File: src/rtl/clipped_sprite_row_blit_top_defines.svh
// Assertion macros for the blitter RTL
`ifndef CLIPPED_SPRITE_ROW_BLIT_TOP_DEFINES_SVH
`define CLIPPED_SPRITE_ROW_BLIT_TOP_DEFINES_SVH

// Same-cycle implication, sampled on clk, quiet during reset
`define CSRB_ASSERT_IMPL(label, ante, cons) \
    label: assert property (@(posedge clk) disable iff (!rst_n) (ante) |-> (cons)) \
        else $error("blitter check failed: same-cycle implication");

// Next-cycle implication, sampled on clk, quiet during reset
`define CSRB_ASSERT_NEXT(label, ante, cons) \
    label: assert property (@(posedge clk) disable iff (!rst_n) (ante) |=> (cons)) \
        else $error("blitter check failed: next-cycle implication");

`endif

File: src/rtl/csrb_pkg.sv
package csrb_pkg;

    localparam int unsigned WORD_W   = 16;
    localparam int unsigned BITS_W   = 32;
    localparam int unsigned OFFS_W   = 12;
    localparam int unsigned POS_W    = 10;
    localparam int unsigned ROW_W    = 4;
    localparam int unsigned HEIGHT_W = 8;

    localparam logic [HEIGHT_W-1:0] PLANE_HEIGHT_RESET = 8'd128;
    // leftmost column at which a sprite still shows any pixel
    localparam logic signed [POS_W:0] LEFT_LIMIT = -11'sd15;

    // one accepted beat held in the input register
    typedef struct packed {
        logic signed [POS_W-1:0] pos_x;
        logic signed [POS_W-1:0] pos_y;
        logic [ROW_W-1:0]        sprite_row;
        logic [WORD_W-1:0]       light_word;
        logic [WORD_W-1:0]       dark_word;
    } item_t;

endpackage

File: src/rtl/clipped_sprite_row_blit_top.sv
// Places one row of a 16x16 two-plane sprite into 1-bit framebuffer words.
// Input: raise start with pos_x, pos_y, sprite_row, light_word and dark_word;
// the beat is taken at the clock edge where start is high and busy is low.
// busy stays low, so a new row may be issued in every cycle.
// Output: done pulses for one cycle with visible, byte_offset, light_bits and
// dark_bits; the receiver must take the beat in that cycle, it cannot stall.
// Pipeline: a row passes the input register, then the result register, which
// drives done; throughput is one row per cycle, set by the single shift, mask
// and multiply-add path between the two registers.
// Configuration: cfg_valid/cfg_ready write plane_height (cfg_ready is always
// high); write it only while no row is in flight.
// Reset: rst_n clears the pipeline valid flags and sets plane_height to 128.
// A clipped row still gives a done beat with visible low and zero payload.
module clipped_sprite_row_blit_top
    import csrb_pkg::*;
#(
    parameter int SCREEN_WIDTH = 240,
    parameter int ROW_BYTES    = 30
)
(
    input  logic                       clk,
    input  logic                       rst_n,
    input  logic                       start,
    output logic                       busy,
    input  logic signed [POS_W-1:0]    pos_x,
    input  logic signed [POS_W-1:0]    pos_y,
    input  logic [ROW_W-1:0]           sprite_row,
    input  logic [WORD_W-1:0]          light_word,
    input  logic [WORD_W-1:0]          dark_word,
    input  logic                       cfg_valid,
    output logic                       cfg_ready,
    input  logic [HEIGHT_W-1:0]        cfg_data,
    output logic                       done,
    output logic                       visible,
    output logic [OFFS_W-1:0]          byte_offset,
    output logic [BITS_W-1:0]          light_bits,
    output logic [BITS_W-1:0]          dark_bits
);

`include "clipped_sprite_row_blit_top_defines.svh"

    localparam logic signed [POS_W:0] SCREEN_W_S = (POS_W+1)'(SCREEN_WIDTH);
    localparam logic [6:0]            ROW_B      = 7'(ROW_BYTES);

    logic [HEIGHT_W-1:0] plane_height_reg;
    logic                s1_valid_reg;
    item_t               s1_item_reg;
    logic                done_reg;
    logic                visible_reg,     visible_next;
    logic [OFFS_W-1:0]   byte_offset_reg, byte_offset_next;
    logic [BITS_W-1:0]   light_bits_reg,  light_bits_next;
    logic [BITS_W-1:0]   dark_bits_reg,   dark_bits_next;

    logic                accept;
    logic signed [POS_W:0] px_s;
    logic signed [POS_W:0] ry_s;
    logic                x_ok;
    logic                y_ok;
    logic                left_clip;
    logic                right_clip;
    logic [4:0]          shift;
    logic [4:0]          drop_full;
    logic [WORD_W-1:0]   mask;
    logic [OFFS_W-1:0]   col_bytes;
    logic [16:0]         row_prod;

    assign busy      = 1'b0;
    assign cfg_ready = 1'b1;
    assign accept    = start && !busy;

    // hold the configuration register
    always_ff @(posedge clk or negedge rst_n)
    begin
        if (!rst_n)
        begin
            plane_height_reg <= PLANE_HEIGHT_RESET;
        end
        else if (cfg_valid && cfg_ready)
        begin
            plane_height_reg <= cfg_data;
        end
    end

    // advance the valid flags of both stages
    always_ff @(posedge clk or negedge rst_n)
    begin
        if (!rst_n)
        begin
            s1_valid_reg <= 1'b0;
            done_reg     <= 1'b0;
        end
        else
        begin
            s1_valid_reg <= accept;
            done_reg     <= s1_valid_reg;
        end
    end

    // capture the input beat
    always_ff @(posedge clk)
    begin
        if (accept)
        begin
            s1_item_reg.pos_x      <= pos_x;
            s1_item_reg.pos_y      <= pos_y;
            s1_item_reg.sprite_row <= sprite_row;
            s1_item_reg.light_word <= light_word;
            s1_item_reg.dark_word  <= dark_word;
        end
    end

    // clip tests: column window and target row inside the plane
    always_comb
    begin
        px_s = {s1_item_reg.pos_x[POS_W-1], s1_item_reg.pos_x};
        ry_s = $signed({s1_item_reg.pos_y[POS_W-1], s1_item_reg.pos_y})
             + $signed({{(POS_W+1-ROW_W){1'b0}}, s1_item_reg.sprite_row});
        x_ok = (px_s >= LEFT_LIMIT) && (px_s <= SCREEN_W_S);
        y_ok = !ry_s[POS_W]
            && (ry_s[POS_W-1:0] < {{(POS_W-HEIGHT_W){1'b0}}, plane_height_reg});
    end

    // shift amount, right-edge mask, column bytes and row product
    always_comb
    begin
        left_clip  = s1_item_reg.pos_x[POS_W-1];
        shift      = 5'd16 - (left_clip ? s1_item_reg.pos_x[4:0]
                                        : {1'b0, s1_item_reg.pos_x[3:0]});
        drop_full  = 5'(px_s + 11'sd16 - SCREEN_W_S);
        right_clip = !left_clip && ((px_s + 11'sd16) > SCREEN_W_S);
        mask       = right_clip ? (16'hFFFF << drop_full) : 16'hFFFF;
        col_bytes  = left_clip ? '0
                   : {{(OFFS_W-6){1'b0}}, s1_item_reg.pos_x[8:4], 1'b0};
        row_prod   = 17'(ry_s[POS_W-1:0] * ROW_B);
    end

    // form the result beat, zero when clipped
    always_comb
    begin
        visible_next     = x_ok && y_ok;
        byte_offset_next = '0;
        light_bits_next  = '0;
        dark_bits_next   = '0;
        if (visible_next)
        begin
            byte_offset_next = row_prod[OFFS_W-1:0] + col_bytes;
            light_bits_next  = {16'h0000, s1_item_reg.light_word & mask} << shift;
            dark_bits_next   = {16'h0000, s1_item_reg.dark_word & mask} << shift;
        end
    end

    // hold the result beat
    always_ff @(posedge clk)
    begin
        if (s1_valid_reg)
        begin
            visible_reg     <= visible_next;
            byte_offset_reg <= byte_offset_next;
            light_bits_reg  <= light_bits_next;
            dark_bits_reg   <= dark_bits_next;
        end
    end

    assign done        = done_reg;
    assign visible     = visible_reg;
    assign byte_offset = byte_offset_reg;
    assign light_bits  = light_bits_reg;
    assign dark_bits   = dark_bits_reg;

    // pipeline checks
    `CSRB_ASSERT_NEXT(a_accept_fills_stage, accept, s1_valid_reg)
    `CSRB_ASSERT_NEXT(a_stage_gives_done, s1_valid_reg, done)
    `CSRB_ASSERT_IMPL(a_clipped_is_zero, done && !visible,
        byte_offset == '0 && light_bits == '0 && dark_bits == '0)
    `CSRB_ASSERT_IMPL(a_done_needs_stage, done, $past(s1_valid_reg))

endmodule
File: config.mk
export PLATFORM = sky130hd
export DESIGN_NAME = clipped_sprite_row_blit_top
export DESIGN_NICKNAME = d
export VERILOG_FILES = /design/src/rtl/csrb_pkg.sv /design/src/rtl/clipped_sprite_row_blit_top.sv
export VERILOG_INCLUDE_DIRS = /design/src /design/src/rtl
export SDC_FILE = /design/constraint.sdc
export NUM_CORES = 1
export LEC_CHECK = 0
export BUFFER_PORTS_ARGS = -buffer_cell sky130_fd_sc_hd__buf_2
export CAP_MARGIN = 20
export CORE_MARGIN = 4
export CORE_UTILIZATION = 52
export DETAILED_ROUTE_END_ITERATION = 8
export PLACE_DENSITY = 0.78
export SLEW_MARGIN = 5
export SYNTH_ARGS = -nofsm -noshare
export SYNTH_HDL_FRONTEND = slang
export SYNTH_SLANG_ARGS = --single-unit
File: constraint.sdc
create_clock -name clk -period 4.5 [get_ports clk]
set_input_delay 0.9 -clock clk [delete_from_list [all_inputs] [get_ports clk]]
set_output_delay 0.9 -clock clk [all_outputs]
set_load 0.05 [all_outputs]
# Word-level counts from Yosys, hierarchy flattened
# Cells that the tools add are included.
[op_classes] addsub=5 multipliers=1 div=0 order_cmp=4 n_eq_ne=0 shift=3 muxes=3 bitwise_logic=2 n_reduce_logical=6
[op_table] operator="left shift 16 x 5 -> 32 bit" n=2
[op_table] operator="AND 16 bit" n=2
[op_table] operator="two-way mux 16 bit" n=1
[op_table] operator="left shift 16 x 5 -> 16 bit (first input constant)" n=1
[op_table] operator="adder 12 x 6 -> 12 bit" n=1
[op_table] operator="adder 10 x 5 -> 11 bit" n=1
[op_table] operator="adder 10 x 6 -> 11 bit (second input constant)" n=1
[op_table] operator="greater-than comparator 11 x 9 -> 1 bit (second input constant)" n=1
[op_table] operator="multiplier 10 x 4 -> 11 bit (second input constant)" n=1
[op_table] operator=">= comparator 10 x 5 -> 1 bit (second input constant)" n=1
[op_table] operator="less-or-equal comparator 10 x 9 -> 1 bit (second input constant)" n=1
[op_table] operator="< comparator 10 x 8 -> 1 bit" n=1
[op_table] operator="two-way mux 6 bit" n=1
[op_table] operator="two-way mux 5 bit" n=1
[op_table] operator="subtractor 5 bit (first input constant)" n=1
[op_table] operator="subtractor 5 bit (second input constant)" n=1
[op_table] operator="logical AND 1 bit" n=4
[op_table] operator="zero test 1 bit" n=2
[word_totals] regBits=143 latchBits=0 ramBits=0 rom_bits=0 mem_count=0

# Depth between registers and ports, before layout
# Gate-level depths: netlist of the first run.
[depth] ltp_word=6 depth_mapped=18 mapped_depth_nobuf=18

# Least setup slack after synthesis of the first run
# Ideal clock, no wire load.
[synth_timing] path_type="register -> register" start="register s1_item_reg[32] (netlist bit)" end="register byte_offset_reg[11], in the netlist byte_offset[11] (data pin)" setup_time_ns=0.266 arrival_time_ns=4.284 t_required_ns=4.234 slack_ns=-0.050 path_stages_with_launch=18 path_buffers=0 cell_sequence="edfxtp_1 > ha_1 > fa_1 > xnor2_1 > inv_1 > fa_1 > fa_1 > inv_1 > fa_1 > inv_1 > ha_1 > a21oi_1 > nor2b_1 > o21a_1 > and3_1 > nand3_1 > xnor3_1 > nor2_1"
[synth_between] elab_chain_len=4 word_cells_on_any_way=7
[synth_rtl] element="from (decl)" line_no="clipped_sprite_row_blit_top.sv:47" source="item_t s1_item_reg;"
[synth_rtl] element="adder 10 x 5 -> 11 bit (*)" line_no="clipped_sprite_row_blit_top.sv:117" source="+ $signed({{(POS_W+1-ROW_W){1'b0}}, s1_item_reg.sprite_row});"
[synth_rtl] element="parallel branches: the longest is 3 deep, another holds adder 12 x 6 -> 12 bit"
[synth_rtl] element="to (signal assigned)" line_no="clipped_sprite_row_blit_top.sv:158" source="byte_offset_reg <= byte_offset_next;"
[synth_rtl] element="to (decl)" line_no="clipped_sprite_row_blit_top.sv:50" source="logic [OFFS_W-1:0] byte_offset_reg, byte_offset_next;"
# Mark *: on every way between the ends.
# A chain may end at the register's enable or synchronous reset.

# Worst setup path after layout of the first run
[layout_timing] start="register s1_item_reg[36] (netlist bit)" end="register byte_offset_reg[11], in the netlist byte_offset[11] (data pin)"
# Same word-level chain as after synthesis.

==> metrics.csv, run 1 <==
metric,value,unit
min Tclk post-route,4.37,ns
Clock Latency Late Sink,0.43,ns
post-route ant nets,0,
fin. max-slew vios,0,
Switching Share,37.1,%
share of cells above drive strength 1,30.8,%
Sink Count,142,
Max-cap violations,0,
Syn Area/Cell,11.3,sq um
Synth area leader,edfxtp_1,
row cnt,47,
Routability Congestion,0.978,
Psw,2170,uW
synth top area cells,"edfxtp_1 (45%), ha_1 (4.7%), fa_1 (3.0%), dfrtp_1 (2.6%), nor2_1 (2.5%)",
Cell Pwr Density,551,nW/um^2
total power,5840,uW
#FFs+latches synth,142,
Nets,1053,
metal2 WL,10000,um
highest routed layer,met4,
Total Wirelength,22600,um
post-synthesis async set-or-reset flop share,7.04,%
Leak Pwr,0.00431,uW
Post-DP HPWL,16700,um
vias per inst,5.96,
Largest register FFs,46,
share of the synthesized area in the top cell type,45.5,%
Worst Skew,0.00702,ns
top_reg_cell synth,edfxtp_1,
Max IR drop VDD,0.477,mV
CTS H-Tree Depth,4,
Crit path arrival time,4.56,ns
final cycle utilization of the critical path,97.1,%
clk buf depth,2,
Synth top cells by count,"edfxtp_1 (132), nor2_1 (58), nand2_1 (41)",
Layout area overhead,21.6,%
sequential element share of the synthesized area,48.4,%
worst path required time,4.69,ns
root buf cell,clkbuf_16,
post-route setup TNS,0,ns
clk slew on worst S/H paths,0.06,ns
antenna violations before repair,0,
Chip Height,137,um
crit path kind,flip-flop to flip-flop,
die area,18900,sq um
core area,16500,sq um
drt drc,0,
CP endpoint kind,flip-flop,
"Hold Violations, Final",0,
largest net degree at the start of global routing,78,
vias post-DR,6990,
number of CTS-inserted buffers,17,
final std cells w/o fill,1172,
Peak Freq,229,MHz
first-pass GRT wire length,34200,um
Cells after Synth,774,
Starting Density,52.7,%
Hold WC Path Type,input pin to asynchronous set/reset pin,
"Distinct cells, synth",89,
Post-Syn Area,8710,sq um
antenna cells,0,
grt ovf,0,
Worst Tran Pin Value,1.06,ns
met1 WL,10300,um
WL met3,1910,um
Int Power,3680,uW
CTS tree,done,
Avg WL per Cell,19.3,um
warnings from Yosys,0,
critical path peak fanout,2,
top-count cell post-synth,edfxtp_1,
drt pass-1 iters,6,
clock power share,23.5,%
relative slew slack,29.4,%
final setup violating endpoints,0,
CP Launch Type,flip-flop,
I/O Pins,148,
GRT Resource Usage Total,23.6,%
count of buffers from port buffering,144,
Post-synth EDFFs,132,
Iter 0 DRT Violations,904,
status,finished clean,
Die Wd,137,um
vias in the first global route,6358,
Sequential Power Share,27.0,%
combinational cell fraction of total power,49.5,%
RSZ-0062 raised after global routing,yes,
placed insts,1136,
-- worst paths after layout --
path	start	to	slack, ns	depth (start not counted)
max in group asynchronous	rst_n	plane_height_reg[7]	3.93	1
setup / recovery	s1_item_reg[36]	byte_offset[11]	0.13	17
min in group clk	plane_height_reg[7]	plane_height_reg[7]	0.52	2
hold / removal	rst_n	plane_height_reg[3]	0.32	1
hold reg to reg	plane_height_reg[7]	plane_height_reg[7]	0.52	2
setup reg to reg	s1_item_reg[36]	byte_offset[11]	0.13	17
-- cell families (layout without fill, tap and decap cells) --
family                     after synthesis  count (layout)  share of synthesized area, %
AOI/OAI and AO/OA                      218             218                          19.2
adders and majority gates               47              47                          7.84
buffers and inverters                   87             264                          4.22
muxes                                   33              33                          4.47
and+or+nand+nor                        211             211                          12.3
xor gates and xnor gates                34              34                          3.58
other                                    2               3                        0.0862
DFF                                    142             142                          48.4
-- placed cells by master (no fill, tap or decap), types with 10 or more instances in the layout --
master and instances:
o21ai_1 11, nand3_1 20, mux2i_1 18, nor2b_1 17, o21ai_0 30, nor3_1 19
a21oi_1 26, xnor2_1 16, and2_1 17, and3_1 11, fa_1 11, buf_2 144
inv_1 38, clkbuf_16 17, ha_1 28, nor2_1 57, mux2_2 10, buf_4 47
a21o_1 13, nand2_1 41, edfxtp_1 132, a32oi_1 16, o22ai_1 22
-- power by group through the flow --
stage,logic [uW],clock network [uW],registers (uW)
global route,3170,1460,1580
finish,2890,1370,1580
CTS,2580,1380,1580
detailed placement,2540,0,1600
floorplan,1770,0,1680
global placement,2500,0,1600
-- area by class of cell --
class / count / area (sq um)
Fill cell: 1269 / 5930
Timing Repair Buffer: 191 / 1070
Clock buffer: 17 / 425
Multi-Input combinational cell: 546 / 4300
Clock inverter: 15 / 155
Inverter: 41 / 154
Sequential cell: 142 / 4220
Tap cell: 220 / 275
-- routing by layer --
layer	vias up	track usage [%]
met4	0	7.43
met2	367	34.4
met3	38	4.38
li1	3282	-
met5	-	0
met1	3303	35.8
-- what timing repair did --
action	in CTS	in global routing
endpoints found under the setup margin	1	19
pin swaps	0	12
gates cloned	0	0
hold buffers	0	0
resized for setup	2	21
setup buffers	0	4
-- per-stage QoR --
stage                     cell area [sq um]  setup WS, ns  util, %  hold slack, ns
final                                 10600         0.128     64.1           0.318
after global routing                  10600        -0.120     64.1           0.325
after CTS                             10400       0.00433     63.2           0.317
after detailed placement               9850       -0.0786     59.6           0.513
after global placement                 9850        0.0348     59.6           0.500
after floorplan                        8730       0.00272        -           0.480
-- worst max-delay path: stages, from the launching register on --
cell,delay [ns]
edfxtp_1,0.38
ha_2,0.21
fa_2,0.40
xnor2_2,0.20
inv_2,0.06
fa_1,0.51
fa_1,0.56
inv_1,0.07
fa_2,0.52
inv_1,0.06
ha_4,0.28
a21oi_4,0.06
nor2b_2,0.12
o21a_1,0.15
and3_4,0.19
nand3_1,0.09
xnor3_1,0.21
nor2_1,0.05
No activity file was read; power rests on OpenSTA's default activity.
==> inputs of run 2 (changes only) <==
--- a/config.mk
+++ b/config.mk
@@ -8,7 +8,6 @@
 export LEC_CHECK = 0
 export BUFFER_PORTS_ARGS = -buffer_cell sky130_fd_sc_hd__buf_2
 export CAP_MARGIN = 20
-export CORE_MARGIN = 4
 export CORE_UTILIZATION = 52
 export DETAILED_ROUTE_END_ITERATION = 8
 export PLACE_DENSITY = 0.78
==> run 2 against run 1 <==
Via count fell by 1.5%. Hold slack got worse by 0.00091 ns. Largest power group unchanged. Non-clock buffer count fell by 1. Clock power fell by 4%. Utilization rose by 1.3 points.
==> metrics.csv, run 2 (synthesis results as in run 1) <==
metric,value,unit,change
Max-cap violations,0,,unchanged
Worst Skew,0.0116,ns,+0.00457 ns
root buf cell,clkbuf_16,,
register area,4220,sq um,unchanged
Iter 0 DRT Violations,784,,-13%
"CP delay by family, top",adder cells,,
setup slack at placement,-0.141,ns,-0.0622 ns
drt pass-1 iters,8,,+2
most frequent cells in the layout,"buf_2 (144), edfxtp_1 (132), nor2_1 (57)",,
Largest register FFs,46,,unchanged
R2R Path End,byte_offset[11],,
Peak Freq,225,MHz,-1.7%
vias in the first global route,6402,,+0.69%
first-pass GRT wire length,34000,um,-0.54%
number of CTS-inserted buffers,17,,unchanged
slowest CP cell,fa_1,,
multi-input combinational cell area,4290,sq um,-0.26%
largest stage delay on the critical path,0.58,ns,+0.02 ns
vias post-DR,6887,,-1.5%
CTS tree,done,,
clk buf depth,2,,unchanged
worst setup margin,0.0540,ns,-0.0743 ns
final cycle utilization of the critical path,98.8,%,+1.7 points
Max IR drop VDD,0.438,mV,-8.2%
highest routed layer,met4,,
vias per inst,5.90,,-1.1%
metal2 WL,9710,um,-3.3%
Die Wd,131,um,-4.4%
GRT Resource Usage Total,25.4,%,+1.7 points
grt ovf,0,,unchanged
CTS H-Tree Depth,4,,unchanged
Avg WL per Cell,18.6,um,-3.6%
R2R Path Start,s1_item_reg[32],,
Nets,1052,,-0.095%
post-route ant nets,0,,unchanged
Routability Congestion,0.958,,-2.1%
worst path required time,4.79,ns,+0.10 ns
I/O Pins,148,,unchanged
Post-DP HPWL,16100,um,-3.7%
count of buffers from port buffering,144,,unchanged
Crit path arrival time,4.74,ns,+0.18 ns
Cell Pwr Density,563,nW/um^2,+2.1%
"most common cell after layout, fill and taps aside",buf_2,,
Leak Pwr,0.00429,uW,-0.56%
relative slew slack,35.7,%,+6.3 points
met1 WL,9800,um,-4.5%
CP Cell Sequence,ha_2 > fa_2 > xnor2_2 > inv_2 > fa_1 > fa_1 > ha_1 > a211oi_1 > nor2_1 > or4_1 > o311a_1 > and3_4 > nand3_2 > xnor3_1 > nor2_1,,
Worst Tran Pin Value,0.964,ns,-0.0945 ns
share of cells above drive strength 1,31.0,%,+0.24 points
Starting Density,54.1,%,+1.3 points
Chip Height,131,um,-4.4%
critical path peak fanout,3,,+1
row cnt,46,,-2.1%
clk slew on worst S/H paths,0.06,ns,about the same
CP Launch Type,flip-flop,,
crit path kind,flip-flop to flip-flop,,
Sink Count,142,,unchanged
die area,17300,sq um,-8.5%
R2R depth,15,,-2
Hold WC Path Type,input pin to asynchronous set/reset pin,,
antenna violations before repair,0,,unchanged
drt drc,0,,unchanged
design area,10500,sq um,-0.47%
Worst Path Buf+Inv,1,,-2
min Tclk post-route,4.45,ns,+0.0743 ns
"Hold Violations, Final",0,,unchanged
WL met3,1870,um,-1.9%
RSZ-0062 raised after global routing,yes,,
largest net degree at the start of global routing,78,,unchanged
Clock Latency Late Sink,0.44,ns,about the same
R2R Setup Slk,0.05,ns,-0.07 ns
status,finished clean,,
core area,16100,sq um,-2.5%
Total Wirelength,21700,um,-4.0%
final setup violating endpoints,0,,unchanged
antenna cells,0,,unchanged
CP endpoint kind,flip-flop,,
Layout area overhead,21.0,%,
fin. max-slew vios,0,,unchanged
fillers,1223,,-3.6%
DP Area,9830,sq um,-0.28%
[run 2: changes by cell type in the layout (fill, tap and decap cells not counted), moves of 2 or more]
cell | previous run | this run
inv_6 | 2 | 5
inv_2 | 1 | 3
inv_1 | 38 | 36
xnor2_1 | 16 | 18
xnor2_2 | 5 | 3
[run 2: area by class of cell]
class | instances | area share [%]
clock buffers | 17 | 4.03
clock inverters | 15 | 1.22
inverters | 41 | 1.46
multi-input cells | 546 | 40.6
flip-flops and latches | 142 | 40.0
well taps | 216 | 2.56
repair buffers | 190 | 10.1
[run 2: what timing repair did]
| action | CTS | global route |
|---|---|---|
| buffers inserted | 1 | 5 |
| pin swaps | 7 | 14 |
| hold endpoints to repair | 0 | 0 |
| gates resized for setup | 10 | 15 |
| setup endpoints to repair | 1 | 45 |
| hold buffers | 0 | 0 |
[run 2: how the worst max path moves through the flow]
stage | to | depth (start not counted) | slack, ns | start
after floorplan | byte_offset[11] | 17 | 0.003 | s1_item_reg[32]
after global placement | byte_offset[11] | 17 | 0.02 | s1_item_reg[32]
after detailed placement | byte_offset[11] | 17 | -0.14 | s1_item_reg[32]
after CTS | byte_offset[11] | 18 | 0.01 | s1_item_reg[32]
after global routing | byte_offset[11] | 15 | -0.16 | s1_item_reg[32]
final | byte_offset[11] | 15 | 0.05 | s1_item_reg[32]
[run 2: power by group]
part,internal [uW],total [uW],switching [uW]
logic,1450,3040,1590
clock network,722,1320,596
registers,1520,1580,54.5
total,3700,5940,2240
[run 2: metal layers]
layer  track usage [%]  vias to the layer above
met5                 0                        -
met4              8.33                        0
met3              4.78                       32
met2              38.1                      374
met1              36.9                     3209
li1                  -                     3272
[run 2: stage by stage]
| stage | power, uW | TNS [ns] | hold WS [ns] | util (%) | cells |
|---|---|---|---|---|---|
| final | 5940 | 0 | 0.317 | 65.4 | 1167 |
| after global routing | 6280 | -0.582 | 0.325 | 65.4 | 1167 |
| after floorplan | 3450 | 0 | 0.480 | - | 775 |
| after CTS | 5610 | 0 | 0.313 | 64.7 | 1162 |
| after global placement | 4130 | 0 | 0.503 | 61.0 | 1129 |
| after detailed placement | 4180 | -0.141 | 0.527 | 61.0 | 1129 |
